## config.mk

```make
export PLATFORM = sky130hd
export DESIGN_NAME = rom_bank_cache_lru_lookup
export DESIGN_NICKNAME = d
export VERILOG_FILES = /design/src/rtl/rblc_pkg.sv /design/src/rtl/rblc_ctrl.sv /design/src/rtl/rblc_dp.sv /design/src/rtl/rom_bank_cache_lru_lookup.sv
export SDC_FILE = /design/constraint.sdc
export NUM_CORES = 1
export LEC_CHECK = 0
export BUFFER_PORTS_ARGS = -buffer_cell sky130_fd_sc_hd__buf_2
export CAP_MARGIN = 10
export CORE_UTILIZATION = 53
export CTS_CLUSTER_SIZE = 28
export DETAILED_ROUTE_END_ITERATION = 6
export GPL_ROUTABILITY_DRIVEN = 0
export PLACE_DENSITY_LB_ADDON = 0.1
export REMOVE_ABC_BUFFERS = 1
export SYNTH_ARGS = -nofsm -noshare
export SYNTH_HDL_FRONTEND = slang
export SYNTH_HIERARCHICAL = 1
export SYNTH_SLANG_ARGS = --single-unit
```

## constraint.sdc

```tcl
create_clock -name clk_i -period 7.2 [get_ports clk_i]
set_input_delay 0.72 -clock clk_i [delete_from_list [all_inputs] [get_ports clk_i]]
set_output_delay 0.72 -clock clk_i [all_outputs]
set_load 0.1 [all_outputs]
```

## src/rtl/rblc_pkg.sv

```systemverilog
`timescale 1ns / 1ps
// ----------------------------------------------------------------------------
// rblc_pkg
// Shared types and constants of the ROM bank cache lookup unit.
// ----------------------------------------------------------------------------
package rblc_pkg;

  localparam int ROM_LEN_W = 24;
  localparam int STATUS_W  = 3;
  localparam int AGE_W     = 8;
  localparam int CFG_IDX_W = 2;

  // Half of the age range; a difference above it means "older".
  localparam logic [AGE_W-1:0] AGE_HALF = 8'd127;

  // Result status codes
  localparam logic [STATUS_W-1:0] STATUS_OUT_OF_RANGE = 3'd0;
  localparam logic [STATUS_W-1:0] STATUS_DIRECT       = 3'd1;
  localparam logic [STATUS_W-1:0] STATUS_HIT          = 3'd2;
  localparam logic [STATUS_W-1:0] STATUS_MISS         = 3'd3;
  localparam logic [STATUS_W-1:0] STATUS_RESTART      = 3'd4;

  // Configuration register indexes
  localparam logic [CFG_IDX_W-1:0] CFG_ROM_LENGTH  = 2'd0;
  localparam logic [CFG_IDX_W-1:0] CFG_DIRECT_MODE = 2'd1;

  typedef enum logic [2:0] {
    ST_IDLE,
    ST_DECODE,
    ST_SCAN,
    ST_MISS
  } ctrl_state_e;

  // Controller -> datapath
  typedef struct packed {
    logic load;         // latch a new transaction
    logic restart;      // clear cache, preload bank 0, report
    logic emit_oor;     // report out of range
    logic emit_direct;  // report direct access
    logic scan_step;    // fold current slot into victim search, advance
    logic hit_commit;   // stamp current slot, report hit
    logic miss_commit;  // retag victim, report miss
  } dp_cmd_t;

  // Datapath -> controller
  typedef struct packed {
    logic is_restart;
    logic out_of_range;
    logic direct;
    logic hit;
    logic last;
  } dp_status_t;

endpackage

```

## src/rtl/rblc_ctrl.sv

```systemverilog
`timescale 1ns / 1ps
// ----------------------------------------------------------------------------
// rblc_ctrl
// Sequencer: decode, slot scan and commit of one transaction at a time.
// ----------------------------------------------------------------------------
module rblc_ctrl import rblc_pkg::*; (
  input  logic       clk_i,
  input  logic       rst_ni,
  input  logic       start_i,
  input  dp_status_t status_i,
  output dp_cmd_t    cmd_o,
  output logic       busy_o
);

  ctrl_state_e state_q, state_d;

  always_ff @(posedge clk_i or negedge rst_ni) begin
    if (!rst_ni) begin
      state_q <= ST_IDLE;
    end else begin
      state_q <= state_d;
    end
  end

  always_comb begin
    state_d = state_q;
    cmd_o   = '0;
    case (state_q)
      ST_IDLE: begin
        if (start_i) begin
          cmd_o.load = 1'b1;
          state_d    = ST_DECODE;
        end
      end
      ST_DECODE: begin
        if (status_i.is_restart) begin
          cmd_o.restart = 1'b1;
          state_d       = ST_IDLE;
        end else if (status_i.out_of_range) begin
          cmd_o.emit_oor = 1'b1;
          state_d        = ST_IDLE;
        end else if (status_i.direct) begin
          cmd_o.emit_direct = 1'b1;
          state_d           = ST_IDLE;
        end else begin
          state_d = ST_SCAN;
        end
      end
      ST_SCAN: begin
        if (status_i.hit) begin
          cmd_o.hit_commit = 1'b1;
          state_d          = ST_IDLE;
        end else begin
          cmd_o.scan_step = 1'b1;
          if (status_i.last) begin
            state_d = ST_MISS;
          end
        end
      end
      ST_MISS: begin
        cmd_o.miss_commit = 1'b1;
        state_d           = ST_IDLE;
      end
      default: begin
        state_d = ST_IDLE;
      end
    endcase
  end

  assign busy_o = (state_q != ST_IDLE);

endmodule

```

## src/rtl/rblc_dp.sv

```systemverilog
`timescale 1ns / 1ps
// ----------------------------------------------------------------------------
// rblc_dp
// Datapath: config registers, slot tags/ages, victim search, result register.
// ----------------------------------------------------------------------------
module rblc_dp import rblc_pkg::*; #(
  parameter int SLOTS        = 8,
  parameter int BANK_BYTES   = 16384,
  parameter int ADDRESS_BITS = 23,
  localparam int OFF_W  = $clog2(BANK_BYTES),
  localparam int BANK_W = ADDRESS_BITS - OFF_W,
  localparam int SLOT_W = $clog2(SLOTS),
  localparam int FILL_W = OFF_W + 1
) (
  input  logic                    clk_i,
  input  logic                    rst_ni,
  // config
  input  logic                    cfg_valid_i,
  input  logic [CFG_IDX_W-1:0]    cfg_index_i,
  input  logic [ROM_LEN_W-1:0]    cfg_data_i,
  // transaction in
  input  logic                    action_i,
  input  logic [ADDRESS_BITS-1:0] byte_address_i,
  // control
  input  dp_cmd_t                 cmd_i,
  output dp_status_t              status_o,
  // result
  output logic                    done_o,
  output logic [STATUS_W-1:0]     status_code_o,
  output logic [SLOT_W-1:0]       slot_o,
  output logic [BANK_W-1:0]       bank_o,
  output logic [OFF_W-1:0]        offset_o,
  output logic [FILL_W-1:0]       fill_length_o
);

  localparam int CMP_W = (ADDRESS_BITS > ROM_LEN_W) ? ADDRESS_BITS : ROM_LEN_W;
  localparam logic [FILL_W-1:0] BANK_FILL = FILL_W'(BANK_BYTES);

  // config
  logic [ROM_LEN_W-1:0] rom_len_q;
  logic                 direct_q;

  // latched transaction
  logic                    action_q;
  logic [ADDRESS_BITS-1:0] addr_q;

  // cache state
  logic [BANK_W-1:0] tag_q [SLOTS];
  logic [SLOTS-1:0]  valid_q;
  logic [AGE_W-1:0]  age_q [SLOTS];
  logic [AGE_W-1:0]  age_ctr_q;

  // scan state
  logic [SLOT_W-1:0] idx_q;
  logic [SLOT_W-1:0] victim_q;
  logic [AGE_W-1:0]  oldest_q;
  logic              found_empty_q;

  // result
  logic                done_q;
  logic [STATUS_W-1:0] res_status_q;
  logic [SLOT_W-1:0]   res_slot_q;
  logic [BANK_W-1:0]   res_bank_q;
  logic [OFF_W-1:0]    res_off_q;
  logic [FILL_W-1:0]   res_fill_q;

  logic [BANK_W-1:0] bank;
  logic [OFF_W-1:0]  offset;
  logic [CMP_W-1:0]  addr_ext, rom_len_ext, base_ext, remain;
  logic [FILL_W-1:0] miss_fill, restart_fill;
  logic [AGE_W-1:0]  age_inc, age_diff;
  logic              slot_hit;

  assign bank        = addr_q[ADDRESS_BITS-1:OFF_W];
  assign offset      = addr_q[OFF_W-1:0];
  assign addr_ext    = CMP_W'(addr_q);
  assign rom_len_ext = CMP_W'(rom_len_q);
  assign base_ext    = CMP_W'({bank, {OFF_W{1'b0}}});
  assign remain      = rom_len_ext - base_ext;

  // bank base is below rom length whenever a miss is reported
  assign miss_fill    = (remain >= CMP_W'(BANK_BYTES)) ? BANK_FILL : remain[FILL_W-1:0];
  assign restart_fill = (rom_len_q >= ROM_LEN_W'(BANK_BYTES)) ? BANK_FILL
                                                               : rom_len_q[FILL_W-1:0];

  assign age_inc  = age_ctr_q + 1'b1;
  assign age_diff = age_q[idx_q] - oldest_q;
  assign slot_hit = valid_q[idx_q] && (tag_q[idx_q] == bank);

  assign status_o.is_restart   = action_q;
  assign status_o.out_of_range = (addr_ext >= rom_len_ext);
  assign status_o.direct       = direct_q;
  assign status_o.hit          = slot_hit;
  assign status_o.last         = (idx_q == SLOT_W'(SLOTS - 1));

  // config registers
  always_ff @(posedge clk_i or negedge rst_ni) begin
    if (!rst_ni) begin
      rom_len_q <= '0;
      direct_q  <= 1'b0;
    end else if (cfg_valid_i) begin
      case (cfg_index_i)
        CFG_ROM_LENGTH:  rom_len_q <= cfg_data_i;
        CFG_DIRECT_MODE: direct_q  <= cfg_data_i[0];
        default: ;
      endcase
    end
  end

  // transaction latch
  always_ff @(posedge clk_i) begin
    if (cmd_i.load) begin
      action_q <= action_i;
      addr_q   <= byte_address_i;
    end
  end

  // cache state and victim search
  always_ff @(posedge clk_i or negedge rst_ni) begin
    if (!rst_ni) begin
      for (int i = 0; i < SLOTS; i++) begin
        tag_q[i] <= '0;
        age_q[i] <= '0;
      end
      valid_q       <= SLOTS'(1);
      age_ctr_q     <= '0;
      idx_q         <= '0;
      victim_q      <= '0;
      oldest_q      <= '0;
      found_empty_q <= 1'b0;
    end else begin
      if (cmd_i.load) begin
        idx_q         <= '0;
        victim_q      <= '0;
        found_empty_q <= 1'b0;
      end
      if (cmd_i.restart) begin
        for (int i = 0; i < SLOTS; i++) begin
          tag_q[i] <= '0;
          age_q[i] <= '0;
        end
        valid_q   <= SLOTS'(1);
        age_ctr_q <= '0;
      end
      if (cmd_i.scan_step) begin
        if (idx_q == '0) begin
          oldest_q <= age_q[0];
        end else if (!found_empty_q) begin
          if (!valid_q[idx_q]) begin
            victim_q      <= idx_q;
            found_empty_q <= 1'b1;
          end else if (age_diff > AGE_HALF) begin
            victim_q <= idx_q;
            oldest_q <= age_q[idx_q];
          end
        end
        if (!status_o.last) begin
          idx_q <= idx_q + 1'b1;
        end
      end
      if (cmd_i.hit_commit) begin
        age_ctr_q    <= age_inc;
        age_q[idx_q] <= age_inc;
      end
      if (cmd_i.miss_commit) begin
        valid_q[victim_q] <= 1'b1;
        tag_q[victim_q]   <= bank;
        age_q[victim_q]   <= age_inc;
        age_ctr_q         <= age_inc;
      end
    end
  end

  // result strobe
  always_ff @(posedge clk_i or negedge rst_ni) begin
    if (!rst_ni) begin
      done_q <= 1'b0;
    end else begin
      done_q <= cmd_i.restart | cmd_i.emit_oor | cmd_i.emit_direct |
                cmd_i.hit_commit | cmd_i.miss_commit;
    end
  end

  // result fields
  always_ff @(posedge clk_i) begin
    if (cmd_i.restart) begin
      res_status_q <= STATUS_RESTART;
      res_slot_q   <= '0;
      res_bank_q   <= '0;
      res_off_q    <= '0;
      res_fill_q   <= restart_fill;
    end else if (cmd_i.emit_oor) begin
      res_status_q <= STATUS_OUT_OF_RANGE;
      res_slot_q   <= '0;
      res_bank_q   <= '0;
      res_off_q    <= '0;
      res_fill_q   <= '0;
    end else if (cmd_i.emit_direct) begin
      res_status_q <= STATUS_DIRECT;
      res_slot_q   <= '0;
      res_bank_q   <= bank;
      res_off_q    <= offset;
      res_fill_q   <= '0;
    end else if (cmd_i.hit_commit) begin
      res_status_q <= STATUS_HIT;
      res_slot_q   <= idx_q;
      res_bank_q   <= bank;
      res_off_q    <= offset;
      res_fill_q   <= '0;
    end else if (cmd_i.miss_commit) begin
      res_status_q <= STATUS_MISS;
      res_slot_q   <= victim_q;
      res_bank_q   <= bank;
      res_off_q    <= offset;
      res_fill_q   <= miss_fill;
    end
  end

  assign done_o        = done_q;
  assign status_code_o = res_status_q;
  assign slot_o        = res_slot_q;
  assign bank_o        = res_bank_q;
  assign offset_o      = res_off_q;
  assign fill_length_o = res_fill_q;

endmodule

```

## src/rtl/rom_bank_cache_lru_lookup.sv

```systemverilog
`timescale 1ns / 1ps
// ----------------------------------------------------------------------------
// rom_bank_cache_lru_lookup
// Tag and replacement unit of a fully associative ROM bank cache.
// ----------------------------------------------------------------------------
//
// Channel   Signals                                   Transaction taken when
// -------   ---------------------------------------   ----------------------------
// request   start_i, action_i, byte_address_i          start_i && !busy_o
// result    done_o, status_o, slot_o, bank_o,          done_o (one cycle, no stall)
//           offset_o, fill_length_o
// config    cfg_valid_i, cfg_index_i, cfg_data_i,      cfg_valid_i && cfg_ready_o
//           cfg_ready_o (high while idle)
//
// Flow: restart, out-of-range and direct transactions are decided in the
// decode state and reported from there; a cached access then scans slots
// from slot 0 until a hit, or through all SLOTS slots and then commits the
// victim on a miss. The slot scan reads one tag and age per cycle.
// busy_o drops in the cycle the result is shown, so a new transaction can be
// taken while the receiver samples the result.
// Reset (rst_ni low, async): config cleared, slot 0 holds bank 0, others
// empty, all ages and the age counter zero. No clearing pass needed.
// The receiver cannot stall; config writes are taken only while idle.
// ----------------------------------------------------------------------------
module rom_bank_cache_lru_lookup import rblc_pkg::*; #(
  parameter int SLOTS        = 8,
  parameter int BANK_BYTES   = 16384,
  parameter int ADDRESS_BITS = 23
) (
  input  logic                                       clk_i,
  input  logic                                       rst_ni,
  // request
  input  logic                                       start_i,
  output logic                                       busy_o,
  input  logic                                       action_i,
  input  logic [ADDRESS_BITS-1:0]                    byte_address_i,
  // result
  output logic                                       done_o,
  output logic [STATUS_W-1:0]                        status_o,
  output logic [$clog2(SLOTS)-1:0]                   slot_o,
  output logic [ADDRESS_BITS-$clog2(BANK_BYTES)-1:0] bank_o,
  output logic [$clog2(BANK_BYTES)-1:0]              offset_o,
  output logic [$clog2(BANK_BYTES):0]                fill_length_o,
  // config
  input  logic                                       cfg_valid_i,
  output logic                                       cfg_ready_o,
  input  logic [CFG_IDX_W-1:0]                       cfg_index_i,
  input  logic [ROM_LEN_W-1:0]                       cfg_data_i
);

  dp_cmd_t    cmd;
  dp_status_t dp_status;

  // Registers take a write only while no transaction is in flight.
  assign cfg_ready_o = !busy_o;

  rblc_ctrl u_ctrl (
    .clk_i    (clk_i),
    .rst_ni   (rst_ni),
    .start_i  (start_i),
    .status_i (dp_status),
    .cmd_o    (cmd),
    .busy_o   (busy_o)
  );

  rblc_dp #(
    .SLOTS        (SLOTS),
    .BANK_BYTES   (BANK_BYTES),
    .ADDRESS_BITS (ADDRESS_BITS)
  ) u_dp (
    .clk_i          (clk_i),
    .rst_ni         (rst_ni),
    .cfg_valid_i    (cfg_valid_i & cfg_ready_o),
    .cfg_index_i    (cfg_index_i),
    .cfg_data_i     (cfg_data_i),
    .action_i       (action_i),
    .byte_address_i (byte_address_i),
    .cmd_i          (cmd),
    .status_o       (dp_status),
    .done_o         (done_o),
    .status_code_o  (status_o),
    .slot_o         (slot_o),
    .bank_o         (bank_o),
    .offset_o       (offset_o),
    .fill_length_o  (fill_length_o)
  );

  // Only one commit action per cycle.
  assert property (@(posedge clk_i) disable iff (!rst_ni)
    $onehot0({cmd.restart, cmd.emit_oor, cmd.emit_direct,
              cmd.hit_commit, cmd.miss_commit}))
    else $error("multiple commit actions in one cycle");

  // A result only ends a transaction that was in flight.
  assert property (@(posedge clk_i) disable iff (!rst_ni)
    done_o |-> $past(busy_o))
    else $error("result strobe without a transaction in flight");

  // An accepted transaction makes the unit busy.
  assert property (@(posedge clk_i) disable iff (!rst_ni)
    (start_i && !busy_o) |=> busy_o)
    else $error("accepted transaction did not start");

  // A miss always loads at least one byte; a hit loads none.
  assert property (@(posedge clk_i) disable iff (!rst_ni)
    (done_o && status_o == STATUS_MISS) |-> (fill_length_o != '0))
    else $error("miss reported with empty fill");

  assert property (@(posedge clk_i) disable iff (!rst_ni)
    (done_o && status_o == STATUS_HIT) |-> (fill_length_o == '0))
    else $error("hit reported with nonzero fill");

endmodule

```

==> results.md, run 1 <==
- Status: finished, final reports clean
- Post-DRT Antenna Nets: 0
- Vias in the first global route: 9463
- CTS tree: yes
- Clock Sinks: 263
- Worst slew pin tran: 1.21 ns
- Critical R2R Launch: u_dp/idx_q[0]
- Setup violators final: 0
- DR WL/cell: 19.0 um
- Pwr Density: 382 nW/um2
- Final wirelength: 32500 um
- Gr ovfl total: 0
- Min Tclk post-route: 5.17 ns
- Crit path largest cell delay: 0.78 ns
- Count of cell types in the netlist: 66
- CP Class: reg -> reg
- Required time of the critical path: 7.37 ns
- Post-synthesis xor/xnor area fraction: 0.0152
- Fraction of registers with async set/reset: 0.741
- Mapped cell area: 12700 um2
- Total negative slack: 0 ns
- Peak Freq: 194 MHz
- Die X: 157 um
- Fin crit share: 0.718
- Nets: 1469
- Crit. End Element: register
- DR vias: 9738
- Multiplexer share of the synthesized area: 0.0554
- Cells resized by post-CTS repair: 0
- Largest net degree at the start of global routing: 120
- CTS Buffer Depth: 3
- Largest family of logic cells by synthesized area: compound AO/OA/AOI/OAI gates
- Skew final: 0.0191 ns
- Syn Area/Cell: 9.60 um2
- CP Cell Sequence: mux4_2 -> mux2i_1 -> xnor2_1 -> nor4_1 -> nand3_1 -> nor4_1 -> and3b_1 -> or3_1 -> buf_4 -> nor2_1 -> inv_1
- Die H: 157 um
- TritonCTS Buffers: 28
- Maxcap violations: 0
- Drt pass-1 iters: 5
- Clk Latency, worst-skew pair: 0.54 ns
- RSZ-0062 raised after global routing: false
- Final Hold Viols: 0
- Post-Synth Simple-Gate Area: 0.152
- Initial antenna violation count: 0
- CP startpoint kind: register
- Reg clk slew, reported paths: 0.06 ns
- Compound-Gate Fraction of Synth Area: 0.164
- Critical Path AT: 5.33 ns
- # H-tree levels: 1
- Layout cells sized above 1: 0.151
- CTS root buf: clkbuf_16
- I/O pins: 101
- Critical Path Slowest Stage Cell: dfrtp_2
- Core area: 23500 um2
- Initial drt markers: 940
- Seq cells post-synth: 263
- Layout area overhead: 12.8%
- Primary FF master, synth: dfrtp_1
- Max_slew headroom: 0.187
- CP Launch Point: u_dp/idx_q[0]
- Dpl hpwl: 21000 um
- Worst vdd ir: 0.000333 V
- Avg Vias per Cell: 5.69
- Final Slew Violations: 0
- DIE AREA: 24500 um2
- Hold/Removal Path Class: in -> async
- Starting Density: 0.539
- Row count: 56
- Crit path top cell by count: nor4_1
- Synth Warn #: 6
- Diode count: 0
- Hold Buf Count CTS: 0
- Setup bufs post-CTS: 0
- First-pass GRT wire length: 51500 um
- Post-Syn Instances: 1318
- Total power: 0.00546 W
- Seq/Total Area, Yosys: 0.524
- Crit Path Max Fanout: 27
- Global Route Usage Sum: 0.271
- Post-Synth Adder-Cell Area: 0.0431
- Post-synth EDFFs: 39
- Port-buffer cells: 100
- Lkg Pwr: 6.31 nW
- DR DRC count: 0
==> cell families (layout without fill, tap and decap cells) <==
logic type	after synthesis	count (layout)
buffers and inverters	148	223
XOR/XNOR	22	22
AND/OR/NAND/NOR	430	430
multiplexers	55	55
adder cells (fa/ha/maj)	43	43
AO/OA/AOI/OAI	357	357
flip-flops	263	263
==> cell type report <==
type | instances | area (um2)
clock buffer | 42 | 836
sequential | 263 | 6640
clock inverter | 9 | 97.6
inverter | 58 | 220
multi-input combinational | 907 | 5470
fill | 2041 | 9200
timing repair buffer | 114 | 614
tap | 319 | 399
==> power breakdown <==
| group | switching [W] | internal, W | total [W] |
|---|---|---|---|
| Combinational | 0.00146 | 0.000551 | 0.00201 |
| Sequential | 0.000216 | 0.00178 | 0.00199 |
| Clock | 0.000585 | 0.000870 | 0.00146 |
| Total | 0.00226 | 0.00320 | 0.00546 |
==> final timing paths <==
path | slack, ns | endpoint | depth (start not counted)
max in group asynchronous | 5.30 | u_dp/age_q[16] | 2
setup / recovery | 2.03 | u_dp/fill_length_o[5] | 11
setup reg to reg | 2.03 | u_dp/fill_length_o[5] | 11
hold reg to reg | 0.44 | u_dp/status_code_o[2] | 2
min in group clk_i | 0.35 | u_dp/addr_q[15] | 1
hold / removal | 0.32 | u_dp/tag_q[47] | 1
==> cells in the mapped netlist, types with 7 or more instances <==
master,number,area [um2]
nand3_1,40,200
o21ai_0,166,831
a21oi_1,106,531
clkbuf_1,72,270
buf_2,7,35.0
xnor2_1,18,158
mux4_2,10,225
nand2_1,262,983
nor3b_1,10,75.1
nor2b_1,12,75.1
buf_1,7,26.3
nand2b_1,10,62.6
ha_1,42,526
nor2_1,40,150
a21o_1,17,128
a22oi_1,13,97.6
dfxtp_1,29,581
edfxtp_1,39,1170
dfrtp_1,194,4850
and2_1,18,113
a221oi_1,7,61.3
inv_1,56,210
a221o_1,9,90.1
mux2i_1,28,280
mux2_2,16,180
==> critical path: cells and delay by family (launching register included) <==
family | cells | cell delay (ns)
and+or+nand+nor | 6 | 2.33
buffers and inverters | 2 | 0.80
DFF | 1 | 0.78
muxes | 2 | 0.76
xor gates and xnor gates | 1 | 0.09
==> per-layer routing <==
metal  track usage  share of wire  vias up  routed length (um)
met4        0.0668          0.021        0                 692
met5             0              0        -                   0
met2         0.439           0.48      276               15400
met1         0.386           0.45     4751               14600
met3        0.0382          0.055       57                1780
li1              -              -     4654                   -
==> cell usage in the layout, fill, tap and decap left out, types with 14 or more instances in the layout <==
master and count:
nand2_1 262, dfrtp_1 192, o21ai_0 166, a21oi_1 106
buf_2 99, inv_1 56, ha_1 42, nand3_1 40
edfxtp_1 39, nor2_1 35, clkbuf_16 30, dfxtp_1 29
mux2i_1 28, and2_1 18, xnor2_1 18, a21o_1 17
mux2_2 16, buf_4 14
==> flip-flops by register name, indices dropped and copies added, names as in the netlist, 8 cells and up <==
name	cells
u_dp/tag_q	72
u_dp/age_q	64
u_dp/rom_len_ext	24
u_dp/addr_q	23
u_dp/fill_length_o	15
u_dp/offset_o	14
u_dp/bank_o	9
u_dp/age_ctr_q	8
u_dp/oldest_q	8
u_dp/valid_q	8
==> per-stage QoR <==
| stage | hold slack, ns | cell area, um2 | setup WS (ns) | std cells | utilization |
|---|---|---|---|---|---|
| 2_1_floorplan | 0.424 | 12300 | 2.35 | 1228 | - |
| 3_3_place_gp | 0.436 | 13300 | 2.16 | 1661 | 0.568 |
| 3_5_place_dp | 0.435 | 13300 | 2.05 | 1661 | 0.568 |
| 4_1_cts | 0.335 | 14300 | 2.04 | 1712 | 0.608 |
| 5_1_grt | 0.330 | 14300 | 1.57 | 1712 | 0.608 |
| 6_report | 0.320 | 14300 | 2.03 | 1712 | 0.608 |
Power figures use the tool's default switching activity.
==> run 2: changes to the inputs <==
--- a/config.mk
+++ b/config.mk
@@ -5,6 +5,7 @@
 export SDC_FILE = /design/constraint.sdc
 export NUM_CORES = 1
 export LEC_CHECK = 0
+export ABC_AREA = 1
 export BUFFER_PORTS_ARGS = -buffer_cell sky130_fd_sc_hd__buf_2
 export CAP_MARGIN = 10
 export CORE_UTILIZATION = 53
==> constraint.sdc (replaced) <==
create_clock -name clk_i -period 4.8 [get_ports clk_i]
set_input_delay 0.48 -clock clk_i [delete_from_list [all_inputs] [get_ports clk_i]]
set_output_delay 0.48 -clock clk_i [all_outputs]
set_load 0.1 [all_outputs]
==> run 2 against run 1 <==
  * The run now ends with DRC left
  * Register-to-register slack worse by 1.4 ns
  * Routed wire length up 1.7%
  * Global-route usage up 0.99 points
  * Critical endpoint is now u_dp/age_q[47]
  * Critical path depth up 8
  * Via count up 6.7%
  * Clock skew down 0.0087 ns
  * Power up 62%
  * Die area down 1.7%
  * Sequential share of layout area up 0.93 points
  * Clock power up 40%
==> results.md, run 2 <==
- Seq/Total Area, Yosys: 0.533 (was 0.524)
- Final Slew Violations: 0 (unchanged)
- Syn Area/Cell: 8.75 um2 (was 9.60 um2)
- Synth top area share: 0.390 (was 0.384)
- Hold/Removal Path Class: in -> async (unchanged)
- Max FFs per register: 72 (unchanged)
- Top delay family on crit path: compound AO/OA/AOI/OAI gates (was simple AND/OR/NAND/NOR gates)
- Worst slew pin tran: 1.20 ns (was 1.21 ns)
- Final wirelength: 33000 um (was 32500 um)
- Initial drt markers: 900 (was 940)
- Vias in the first global route: 9861 (was 9463)
- Filler cell count: 2037 (was 2041)
- Die X: 155 um (was 157 um)
- Diode count: 0 (unchanged)
- Violated checks: DRC
- DR DRC count: 1 (was 0)
- Total negative slack: 0 ns (unchanged)
- Required time of the critical path: 5.23 ns (was 7.37 ns)
- Most frequent cell after synthesis: dfrtp_1 (was nand2_1)
- DR WL/cell: 18.1 um (was 19.0 um)
- Int Pwr: 0.00475 W (was 0.00320 W)
- Count of cell types in the netlist: 52 (was 66)
- Top area cells in the synthesized netlist: dfrtp_1, edfxtp_1, o21ai_0 (was dfrtp_1, edfxtp_1, nand2_1)
- Layout area overhead: 12.5% (was 12.8%)
- CTS tree: yes (unchanged)
- Biggest register: u_dp/tag_q (unchanged)
- Critical Path AT: 4.63 ns (was 5.33 ns)
- # H-tree levels: 1 (unchanged)
- Max_slew headroom: 0.198 (was 0.187)
- Gr ovfl total: 0 (unchanged)
- Critical Path Slowest Stage Cell: a21oi_1 (was dfrtp_2)
- Row count: 55 (was 56)
- Clock power share: 0.230 (was 0.267)
- Post-synth EDFFs: 39 (unchanged)
- CTS root buf: clkbuf_16 (unchanged)
- CTS Buffer Depth: 3 (unchanged)
- Seq cells post-synth: 263 (unchanged)
- Commonest non-fill, non-tap cell in the layout: dfrtp_1 (was nand2_1)
- Starting Density: 0.544 (was 0.539)
- Total power: 0.00887 W (was 0.00546 W)
- Global Route Usage Sum: 0.281 (was 0.271)
- Min Tclk post-route: 4.20 ns (was 5.17 ns)
- Pwr Density: 634 nW/um2 (was 382 nW/um2)
- Post-route cell area: 14000 um2 (was 14300 um2)
- Power share of the sequential group: 0.335 (was 0.365)
- Placed instance area: 13100 um2 (was 13300 um2)
- Mapped cell area: 12400 um2 (was 12700 um2)
- Switching Share: 0.465 (was 0.414)
- RSZ-0062 raised after global routing: false (unchanged)
- Clk Latency, worst-skew pair: 0.53 ns (was 0.54 ns)
- Crit Path Max Fanout: 14 (was 27)
- Synth Warn #: 6 (unchanged)
- CP bufs+invs: 5 (was 2)
- Status: finished, violations left (was finished, final reports clean)
- Die H: 155 um (was 157 um)
- Dpl hpwl: 22500 um (was 21000 um)
- Peak Freq: 238 MHz (was 194 MHz)
- Drt pass-1 iters: 7 (was 5)
- Avg Vias per Cell: 5.68 (was 5.69)
- Final Hold Viols: 0 (unchanged)
- Fin crit share: 0.876 (was 0.718)
- Layout cells sized above 1: 0.120 (was 0.151)
- Setup bufs post-CTS: 0 (unchanged)
- Post-DRT Antenna Nets: 0 (unchanged)
- Setup violators final: 0 (unchanged)
- Lkg Pwr: 6.59 nW (was 6.31 nW)
- I/O pins: 101 (unchanged)
- CP Cell Sequence: inv_2 -> nor2_4 -> nand2_1 -> inv_1 -> a21oi_1 -> nand4_1 -> nand2_1 -> o21ai_0 -> nor2_1 -> nand4_1 -> nor2_1 -> inv_1 -> nor3_1 -> buf_4 -> inv_1 -> nor2_1 -> a21oi_1 -> nand2_1 -> o22ai_1 (was mux4_2 -> mux2i_1 -> xnor2_1 -> nor4_1 -> nand3_1 -> nor4_1 -> and3b_1 -> or3_1 -> buf_4 -> nor2_1 -> inv_1)
- DR vias: 10400 (was 9738)
- Hold Buf Count CTS: 0 (unchanged)
- Core area: 22800 um2 (was 23500 um2)
- Primary FF master, synth: dfrtp_1 (unchanged)
- DIE AREA: 24100 um2 (was 24500 um2)
- TritonCTS Buffers: 27 (was 28)
- Cell taking the most area after synthesis: dfrtp_1 (unchanged)
- Nets: 1594 (was 1469)
- Net Sw Power: 0.00412 W (was 0.00226 W)
- Skew final: 0.0104 ns (was 0.0191 ns)
- Worst vdd ir: 0.000500 V (was 0.000333 V)
- Largest net degree at the start of global routing: 108 (was 120)
- CP startpoint kind: register (unchanged)
- Most frequent cells in the layout: dfrtp_1, o21ai_0, nand2_1 (was nand2_1, dfrtp_1, o21ai_0)
- Synth top cells by count: dfrtp_1, o21ai_0, nand2_1, inv_1, nand3_1 (was nand2_1, dfrtp_1, o21ai_0, a21oi_1, clkbuf_1)
- CP Class: reg -> reg (unchanged)
- Initial antenna violation count: 0 (unchanged)
- Maxcap violations: 0 (unchanged)
- Fraction of registers with async set/reset: 0.741 (unchanged)
- Port-buffer cells: 100 (unchanged)
- First-pass GRT wire length: 53400 um (was 51500 um)
- Post-Syn Instances: 1421 (was 1318)
- Crit. End Element: register (unchanged)
- Reg clk slew, reported paths: 0.06 ns (about the same)
- Crit path largest cell delay: 0.95 ns (was 0.78 ns)
- Clock Sinks: 263 (unchanged)
- Combinational Power Share: 0.435 (was 0.369)
## run 2: cell types whose count changed after synthesis, sizes merged, moves of 19 or more
| cell | previous run | this run |
|---|---|---|
| and2 | 20 | 1 |
| mux2i | 28 | 0 |
| inv | 57 | 155 |
| clkbuf | 72 | 45 |
| nand4 | 5 | 25 |
| nand2 | 262 | 181 |
| o22ai | 6 | 56 |
| nand3 | 40 | 148 |
| nor2 | 40 | 143 |
## run 2: layer usage
layer,wire length (um),track usage
met3,1700,0.0340
met2,15600,0.458
met1,14700,0.392
met5,0,0
met4,1050,0.0924
## run 2: per-stage QoR
step | hold slack [ns] | std cells | worst slack [ns] | util
after global placement | 0.458 | 1781 | 0.536 | 0.575
after detailed placement | 0.459 | 1781 | 0.419 | 0.575
after floorplan | 0.184 | 1351 | 0.0960 | -
after CTS | 0.105 | 1829 | 0.412 | 0.612
final | 0.0470 | 1829 | 0.597 | 0.612
after global routing | 0.102 | 1829 | 0.285 | 0.612
## run 2: layout make-up
class / instances / area, um2 / area share
tap: 313 / 392 / 0.0280
inverter: 162 / 609 / 0.0435
sequential: 263 / 6630 / 0.474
multi-input combinational: 926 / 4870 / 0.348
clock inverter: 4 / 45.0 / 0.00322
timing repair buffer: 117 / 637 / 0.0455
clock buffer: 44 / 811 / 0.0579
## run 2: path summary, 6_finish.rpt
kind,from,to,slack (ns),cells after the start
max,u_dp/idx_q[1],u_dp/age_q[47],0.60,19
min,rst_ni,u_dp/age_q[43],0.05,1
max reg2reg,u_dp/idx_q[1],u_dp/age_q[47],0.60,19
min reg2reg,u_dp/oldest_q[1],u_dp/oldest_q[1],0.47,2
max in group asynchronous,rst_ni,u_dp/age_ctr_q[5],3.57,2
min in group clk_i,byte_address_i[9],u_dp/addr_q[9],0.12,1
## run 2: power groups by stage
stage,registers (W),clock network [W],logic (W)
after floorplan,0.00410,0,0.00177
final,0.00297,0.00204,0.00386
after detailed placement,0.00301,0,0.00383
after global routing,0.00302,0.00215,0.00420
after CTS,0.00297,0.00207,0.00385
after global placement,0.00301,0,0.00377
## run 2: cell families (layout without fill, tap and decap cells)
| family | Yosys count | count (layout) | synth area share |
|---|---|---|---|
| fa+ha+maj | 43 | 43 | 0.0439 |
| flops | 263 | 263 | 0.533 |
| buf+inv | 232 | 327 | 0.0756 |
| xor+xnor | 7 | 7 | 0.00493 |
| compound gates | 363 | 363 | 0.159 |
| simple gates | 513 | 513 | 0.183 |
## run 2: what timing repair did
action / 4_1_cts / 5_1_grt
gates resized for setup: 0 / 1
endpoints found under the setup margin: 0 / 29
hold endpoints to repair: 0 / 0
==> run 3: changes to the inputs <==
--- a/config.mk
+++ b/config.mk
@@ -13,6 +13,7 @@
 export DETAILED_ROUTE_END_ITERATION = 6
 export GPL_ROUTABILITY_DRIVEN = 0
 export PLACE_DENSITY_LB_ADDON = 0.1
+export RECOVER_POWER = 50
 export REMOVE_ABC_BUFFERS = 1
 export SYNTH_ARGS = -nofsm -noshare
 export SYNTH_HDL_FRONTEND = slang
==> constraint.sdc (replaced) <==
create_clock -name clk_i -period 4.8 [get_ports clk_i]
set_input_delay 0 -clock clk_i [delete_from_list [all_inputs] [get_ports clk_i]]
set_output_delay 0 -clock clk_i [all_outputs]
set_load 0.1 [all_outputs]
==> run 3 against run 2 <==
  * The flow finishes with violations (capacitance limit, slew limit)
  * Critical path depth grew 1
  * Power grew 0.82%
  * Cell area up 3.8%
  * Cell count grew 3.1%
  * Setup slack improved by 0.15 ns
  * Register-to-register slack better by 0.15 ns
  * Clock skew is 0.0030 ns higher
  * Via count is 2.0% higher
  * Utilization rose by 2.3 points
  * Highest routed layer unchanged
  * Routed wire length up 1.3%
  * Largest cell class unchanged
==> results.md, run 3 (synthesis gave the netlist of run 2 again) <==
- Hold/Removal Path Class: in -> reg (was in -> async)
- Worst Hold End: u_dp/addr_q[18]
- Layout cells sized above 1: 0.0884 (was 0.120)
- Setup bufs post-CTS: 0 (unchanged)
- Most frequent cells in the layout: dfrtp_1, o21ai_0, nand2_1 (unchanged)
- Crit Path Max Fanout: 22 (was 14)
- Nets: 1649 (was 1594)
- Dpl hpwl: 22500 um (about the same)
- Total power: 0.00894 W (was 0.00887 W)
- Starting Density: 0.544 (unchanged)
- Placed instance area: 13200 um2 (was 13100 um2)
- Multi-input logic area: 4860 um2 (was 4870 um2)
- Pwr Density: 616 nW/um2 (was 634 nW/um2)
- Die X: 155 um (unchanged)
- Diode count: 0 (unchanged)
- DR DRC count: 0 (was 1)
- Worst hold slack: 0.174 ns (was 0.0470 ns)
- Commonest non-fill, non-tap cell in the layout: dfrtp_1 (unchanged)
- Initial antenna violation count: 0 (unchanged)
- DIE AREA: 24100 um2 (unchanged)
- Crit. End Element: register (unchanged)
- CTS Buffer Depth: 3 (unchanged)
- Skew final: 0.0134 ns (was 0.0104 ns)
- Layout area overhead: 16.8% (was 12.5%)
- Register area: 6630 um2 (unchanged)
- Min Tclk post-route: 4.06 ns (was 4.20 ns)
- Post-DRT Antenna Nets: 0 (unchanged)
- Final Slew Violations: 125 (was 0)
- R2R Path End: u_dp/offset_o[5] (was u_dp/age_q[47])
- Avg Vias per Cell: 5.62 (was 5.68)
- Clock power share: 0.235 (was 0.230)
- R2R Setup Slk: 0.74 ns (was 0.60 ns)
- Total negative slack: 0 ns (unchanged)
- CTS root buf: clkbuf_16 (unchanged)
- DR WL/cell: 17.8 um (was 18.1 um)
- Clk Latency, worst-skew pair: 0.54 ns (was 0.53 ns)
- Fin crit share: 0.845 (was 0.876)
- Clock Sinks: 263 (unchanged)
- Maxcap violations: 2 (was 0)
- Power share of the sequential group: 0.331 (was 0.335)
- Initial drt markers: 816 (was 900)
- RSZ-0062 raised after global routing: false (unchanged)
- Net Sw Power: 0.00415 W (was 0.00412 W)
- CTS tree: yes (unchanged)
- Status: finished, violations left (unchanged)
- CP Class: reg -> reg (unchanged)
- Int Pwr: 0.00480 W (was 0.00475 W)
- # H-tree levels: 1 (unchanged)
- Final Hold Viols: 0 (unchanged)
- Global Route Usage Sum: 0.286 (was 0.281)
- Max FFs per register: 72 (unchanged)
- Final wirelength: 33500 um (was 33000 um)
- Required time of the critical path: 5.22 ns (was 5.23 ns)
- Worst reg2reg path depth: 20 (was 19)
- Port-buffer cells: 100 (unchanged)
- Row count: 55 (unchanged)
- First-pass GRT wire length: 54400 um (was 53400 um)
- Vias in the first global route: 10500 (was 9861)
- Hold depth: 2
- Violated checks: capacitance limit, slew limit (was DRC)
- Largest net degree at the start of global routing: 122 (was 108)
- TritonCTS Buffers: 28 (was 27)
- Final core occ: 0.636 (was 0.612)
- Min-delay src: byte_address_i[18]
- Worst slew pin tran: 3.54 ns (was 1.20 ns)
- Post-route cell area: 14500 um2 (was 14000 um2)
- Gr ovfl total: 0 (unchanged)
- CP startpoint kind: register (unchanged)
- Worst vdd ir: 0.000641 V (was 0.000500 V)
- Combinational Power Share: 0.434 (was 0.435)
- Reg clk slew, reported paths: 0.06 ns (about the same)
- Critical Path AT: 4.48 ns (was 4.63 ns)
- Biggest register: u_dp/tag_q (unchanged)
- Switching Share: 0.464 (was 0.465)
- DR vias: 10600 (was 10400)
- Critical R2R Launch: u_dp/idx_q[1] (unchanged)
- Die H: 155 um (unchanged)
- I/O pins: 101 (unchanged)
- Setup violators final: 0 (unchanged)
- Filler cell count: 2010 (was 2037)
- Lkg Pwr: 6.68 nW (was 6.59 nW)
- Max_slew headroom: -1.36 (was 0.198)
- Drt pass-1 iters: 5 (was 7)
- Core area: 22800 um2 (unchanged)
- Peak Freq: 246 MHz (was 238 MHz)
[run 3: worst max-delay path by stage]
| stage | to | depth (start not counted) | slack (ns) | start |
|---|---|---|---|---|
| finish | u_dp/offset_o[5] | 20 | 0.74 | u_dp/idx_q[1] |
| global route | u_dp/rom_len_ext[13] | 3 | 0.23 | rst_ni |
| CTS | u_dp/offset_o[3] | 20 | 0.36 | u_dp/idx_q[1] |
| detailed placement | u_dp/offset_o[10] | 20 | 0.38 | u_dp/idx_q[1] |
| global placement | u_dp/offset_o[3] | 20 | 0.65 | u_dp/idx_q[1] |
| floorplan | u_dp/bank_o[0] | 19 | 0.1 | u_dp/idx_q[0] |
[run 3: layout make-up]
class,count,share of cell area
inverters,162,0.0420
clock buffers,48,0.0618
repair buffers,171,0.0765
well taps,313,0.0270
multi-input cells,926,0.335
flip-flops and latches,263,0.457
clock inverters,2,0.000948
[run 3: what timing repair did]
item / in CTS / in global routing
gates resized for setup: 0 / 1
hold buffers: 52 / 0
endpoints found under the setup margin: 0 / 34
endpoints found under the hold margin: 127 / 0
[run 3: per-stage QoR]
step	setup slack, ns	std cells
floorplan	0.0960	1351
global route	0.233	1885
CTS	0.363	1885
finish	0.743	1885
detailed placement	0.381	1783
global placement	0.646	1783
[run 3: metal layers]
metal,GRT usage,up-vias,share of wire
met2,0.465,359,0.46
li1,-,5099,-
met4,0.113,0,0.037
met3,0.0387,76,0.056
met5,0,-,0
met1,0.389,5057,0.44
[run 3: worst max-delay path: stages (launching register included)]
cell and delay, ns:
dfrtp_1 0.48, inv_2 0.14, nor2_4 0.20, nand2_1 0.14, inv_1 0.44, nand2_1 0.11
o2111ai_1 0.16, nand2_1 0.08, nand2_1 0.08, nor2_1 0.04, nand3_1 0.07, nor2_1 0.08
inv_1 0.09, nor3_1 0.06, nor2_1 0.15, inv_1 0.10, nor2_2 0.52, inv_1 0.50
buf_4 0.32, nor2_1 0.12, nor2_1 0.06
[run 3: power groups by stage]
stage                     clock (W)  sequential, W  combinational [W]
after floorplan                   0        0.00410            0.00177
after global placement            0        0.00299            0.00380
after CTS                   0.00213        0.00295            0.00389
final                       0.00210        0.00296            0.00388
after detailed placement          0        0.00299            0.00385
after global routing        0.00222        0.00301            0.00421
